[src/rtl/core/spq_pkg.sv]
// Shared types, codes and the ordering function of the sorted priority queue.
package spq_pkg;

  localparam int IdWidth = 16;
  localparam int UrgWidth = 16;

  typedef enum logic {
    FUNC_PUSH = 1'b0,
    FUNC_POP  = 1'b1
  } func_t;

  typedef enum logic [1:0] {
    ST_SERVED = 2'd0,
    ST_EMPTY  = 2'd1,
    ST_FULL   = 2'd2
  } status_t;

  typedef struct packed {
    logic [UrgWidth-1:0] urgency;
    logic [IdWidth-1:0]  patient_id;
  } entry_t;

  // Per-cycle command broadcast to every cell of the chain.
  typedef struct packed {
    logic   push;
    logic   pop;
    entry_t fresh;
  } spq_cmd_t;

  // True when the new entry belongs ahead of the stored entry.
  function automatic logic goes_before(entry_t fresh, entry_t stored);
    logic result;
    result = (stored.urgency < fresh.urgency) ||
             ((stored.urgency == fresh.urgency) &&
              (stored.patient_id >= fresh.patient_id));
    return result;
  endfunction

endpackage

[src/rtl/core/spq_cell.sv]
// One slot of the sorted chain: holds an entry and shifts with its neighbors.
module spq_cell
  import spq_pkg::*;
(
  input  logic     clk,
  input  spq_cmd_t cmd,
  input  logic     occupied,
  input  logic     prev_ins,
  input  entry_t   prev_entry,
  input  entry_t   next_entry,
  output entry_t   entry,
  output logic     ins
);

  entry_t entry_next;

  // An empty slot always accepts; the flag is monotonic along a sorted chain.
  assign ins = !occupied || goes_before(cmd.fresh, entry);

  always_comb begin
    entry_next = entry;
    if (cmd.push) begin
      if (prev_ins) begin
        entry_next = prev_entry;
      end else if (ins) begin
        entry_next = cmd.fresh;
      end
    end else if (cmd.pop) begin
      entry_next = next_entry;
    end
  end

  always_ff @(posedge clk) begin
    entry <= entry_next;
  end

endmodule

[config.mk]
export PLATFORM = sky130hd
export DESIGN_NAME = spq_cell
export DESIGN_NICKNAME = d
export VERILOG_FILES = /design/src/rtl/core/spq_pkg.sv /design/src/rtl/core/spq_cell.sv
export SDC_FILE = /design/constraint.sdc
export NUM_CORES = 1
export LEC_CHECK = 0
export ABC_AREA = 0
export ABC_CLOCK_PERIOD_IN_PS = 4800
export BUFFER_PORTS_ARGS = -buffer_cell sky130_fd_sc_hd__buf_2
export CELL_PAD_IN_SITES_DETAIL_PLACEMENT = 1
export CELL_PAD_IN_SITES_GLOBAL_PLACEMENT = 2
export CORE_MARGIN = 1
export CORE_UTILIZATION = 26
export CTS_BUF_LIST = sky130_fd_sc_hd__clkbuf_2
export DETAILED_ROUTE_END_ITERATION = 8
export PLACE_DENSITY_LB_ADDON = 0.1
export SLEW_MARGIN = 25
export SYNTH_ARGS = -nofsm -noshare
export SYNTH_HDL_FRONTEND = slang
export SYNTH_SLANG_ARGS = --single-unit
[constraint.sdc]
create_clock -name clk -period 4.8 [get_ports clk]
set_input_delay 0.96 -clock clk [delete_from_list [all_inputs] [get_ports clk]]
set_output_delay 0.96 -clock clk [all_outputs]
set_load 0.05 [all_outputs]
==> impl_metrics.toml <==
[logic_synthesis]
synthTopCellsByArea = "edfxtp_1 (39%), ha_1 (16%), mux2i_1 (13%), a21oi_1 (8.5%), nor2_1 (5.8%)"
seq_area_frac_synth = 0.391
synth_warnings = 0
syn_area_um2 = 2460
avgSynthCellArea_um2 = 9.65
synthCells = 255
synth_top_area_share = 0.391
synth_top_cell_by_area = "edfxtp_1"
synth.distinct_cells = 32
synth_nets = 388
ys_ff_latch = 32

[timing]
clock.fmax_mhz = 277
fin_ws_ps = 1190
final.setup_skew_ps = 9.45
hold_viol_final = 0
whs_ps = 900
slew_viol_final = 0
setup_violations = 0
slew_headroom = 0.599
fin_crit_ps = 3610
tightest_slew_ps = 602
period_share = 0.753
rsz0062_at_grt = "false"
tns_ps = 0

[placement]
dp_slack_ps = 1140
routabilityCongestion = 0.683
port_buffers = 133
placed_area_um2 = 3260
placedCellCount = 491
dpl.hpwl_um = 5590

[clock_network]
cts_tree = "yes"
cts_buffers = 5
postCtsHoldBufs = 0
clk-insertion-delay-late_ps = 360
postCtsSetupBuffers = 0
cts_root_buf = "clkbuf_2"
cts_resized = 0
htree_levels = 2
cts_sinks = 32
clkTransAtPathRegs_ps = 190
cts_buffer_depth = 2

[setup_path]
r2r_end = "entry[29]$_DFFE_PP_"
r2r_start = "entry[28]$_DFFE_PP_"
cp_top_family = "simple AND/OR/NAND/NOR gates"
start_kind = "input port"
ff2ff_setup_slack_ps = 1970
cp.arrival_ps = 2650
cp-end-kind = "output port"
critical_path_required_ps = 3840
critPathMostFrequentCell = "buf_2"
path_class = "input port to output port"
cp_slowest_cell = "nor4_2"
timing.critical_path.buf_inv = 3
crit_chain = "buf_2 > inv_1 > ha_1 > nand4_2 > nor4_2 > and3_1 > a22oi_1 > nand3_1 > buf_2"
r2r_cells = 7
cp_slowest_stage_delay_ps = 390
cp_max_fo = 4

[die]
core_area_um2 = 9200
dieHeight_um = 99.3
fp.dieW_um = 99.3
die_area_um2 = 9850
start_util = 0.267
ios = 134
rows = 35

[run_status]
status = "completed"

[cells_and_area]
diodes = 0
largest_register = "entry"
largest_reg_flops = 32
drive_gt1_frac = 0.381
final_area_um2 = 3290
final_nets = 520
fin_cells = 499
top_regs = "entry: 32 flops"
area_delta_synth_final_pct = 33.9

[min_path]
worstHoldStart = "next_entry[14]"
holdPathEnd = "entry[14]$_DFFE_PP_"
hold_path_class = "input port to flop"
min_path_cells = 3

[route]
drt_first_pass_iters = 4
via_count = 2334
routedWlPerCell_um = 14.0
drtIter0Drc = 21
ant_nets = 0
wl_um = 7010
avgViaCountPerCell = 4.68
drc = 0

[global_route]
grt_pass1_vias = 2365
grt_use_total = 0.146
grt_pass1_wl_um = 11300
antenna_found_initial = 0
overflow = 0
grt_max_degree = 53

[power_and_ir_drop]
irDropWorstVdd_mv = 0.0844
pwr_density_cell_nw_per_um2 = 252
leakage_nw = 1.70

[flow_run]
drv_cap = 0
metrics by stage:
stage | total power, mW | utilization
after global placement | 0.699 | 0.354
final | 0.829 | 0.358
after detailed placement | 0.702 | 0.354
after global routing | 0.885 | 0.358
after floorplan | 0.590 | -
after CTS | 0.845 | 0.358
metal layers:
layer,GRT usage,vias to the layer above,routed length (um)
li1,-,1179,-
met1,0.177,1077,3020
met2,0.260,74,3500
met3,0.0372,4,450
met4,0.0339,0,45
met5,0,-,0
layout make-up:
cell class,instances,area [um2]
inverter,32,120
sequential,32,961
timing repair buffer,136,688
clock buffer,7,35.0
fill,1133,5900
clock inverter,1,3.75
tap,111,139
multi-input combinational,180,1350
cells by family after synthesis:
family | synth area share
AO/OA/AOI/OAI | 0.130
flip-flops | 0.391
multiplexers | 0.130
buffers and inverters | 0.0677
adder cells (fa/ha/maj) | 0.163
AND/OR/NAND/NOR | 0.119
placed cells by master, fill, tap and decap left out, types with 2 or more instances in the layout:
cell and n:
buf_2 133, a21oi_1 42, nor2_1 38, inv_1 32, mux2i_1 32, ha_1 32
edfxtp_1 32, nand2_1 7, clkbuf_2 7, nand3_1 5, buf_4 3, nand4_2 2
nand4_1 2, o21a_1 2
worst min-delay path, delay by kind of cell:
family	cells	cell delay [ps]
buffers and inverters	1	70
AND/OR/NAND/NOR	1	30
AO/OA/AOI/OAI	1	100
cells in the mapped netlist:
| library cell | n |
|---|---|
| o21ai_0 | 1 |
| a2111o_1 | 1 |
| clkbuf_1 | 5 |
| nand4_1 | 2 |
| o31ai_1 | 1 |
| mux2i_1 | 32 |
| nor2_1 | 38 |
| a21o_1 | 1 |
| a31oi_1 | 1 |
| a2111oi_0 | 1 |
| edfxtp_1 | 32 |
| o21ai_1 | 1 |
| nand2b_1 | 1 |
| buf_2 | 4 |
| nand3_1 | 5 |
| buf_1 | 2 |
| o2111ai_1 | 1 |
| a21oi_1 | 42 |
| a22oi_1 | 1 |
| inv_1 | 32 |
| nand4_2 | 2 |
| nor4_2 | 1 |
| o211ai_1 | 1 |
| nand2_1 | 7 |
| ha_1 | 32 |
| and3_1 | 1 |
| nor2b_1 | 1 |
| o21a_1 | 2 |
| a221o_1 | 1 |
| nand4_4 | 1 |
| and4_1 | 1 |
| a221oi_1 | 1 |
worst max-delay path by stage:
stage          depth (start not counted)    start                  to  slack, ps
2_1_floorplan                          7  cmd[28]  entry[0]$_DFFE_PP_        560
3_3_place_gp                           9  cmd[28]                 ins       1170
3_5_place_dp                           9  cmd[28]                 ins       1140
4_1_cts                                9  cmd[28]                 ins       1140
5_1_grt                                8   cmd[0]                 ins        980
6_report                               9  cmd[28]                 ins       1190
where the power goes:
group / internal, mW / total [mW] / switching (mW) / leakage, nW
clock network: 0.0392 / 0.140 / 0.101 / 0.0306
registers: 0.343 / 0.358 / 0.0144 / 0.317
logic: 0.114 / 0.331 / 0.217 / 1.35
total: 0.496 / 0.829 / 0.332 / 1.70
Power figures use the tool's default switching activity.
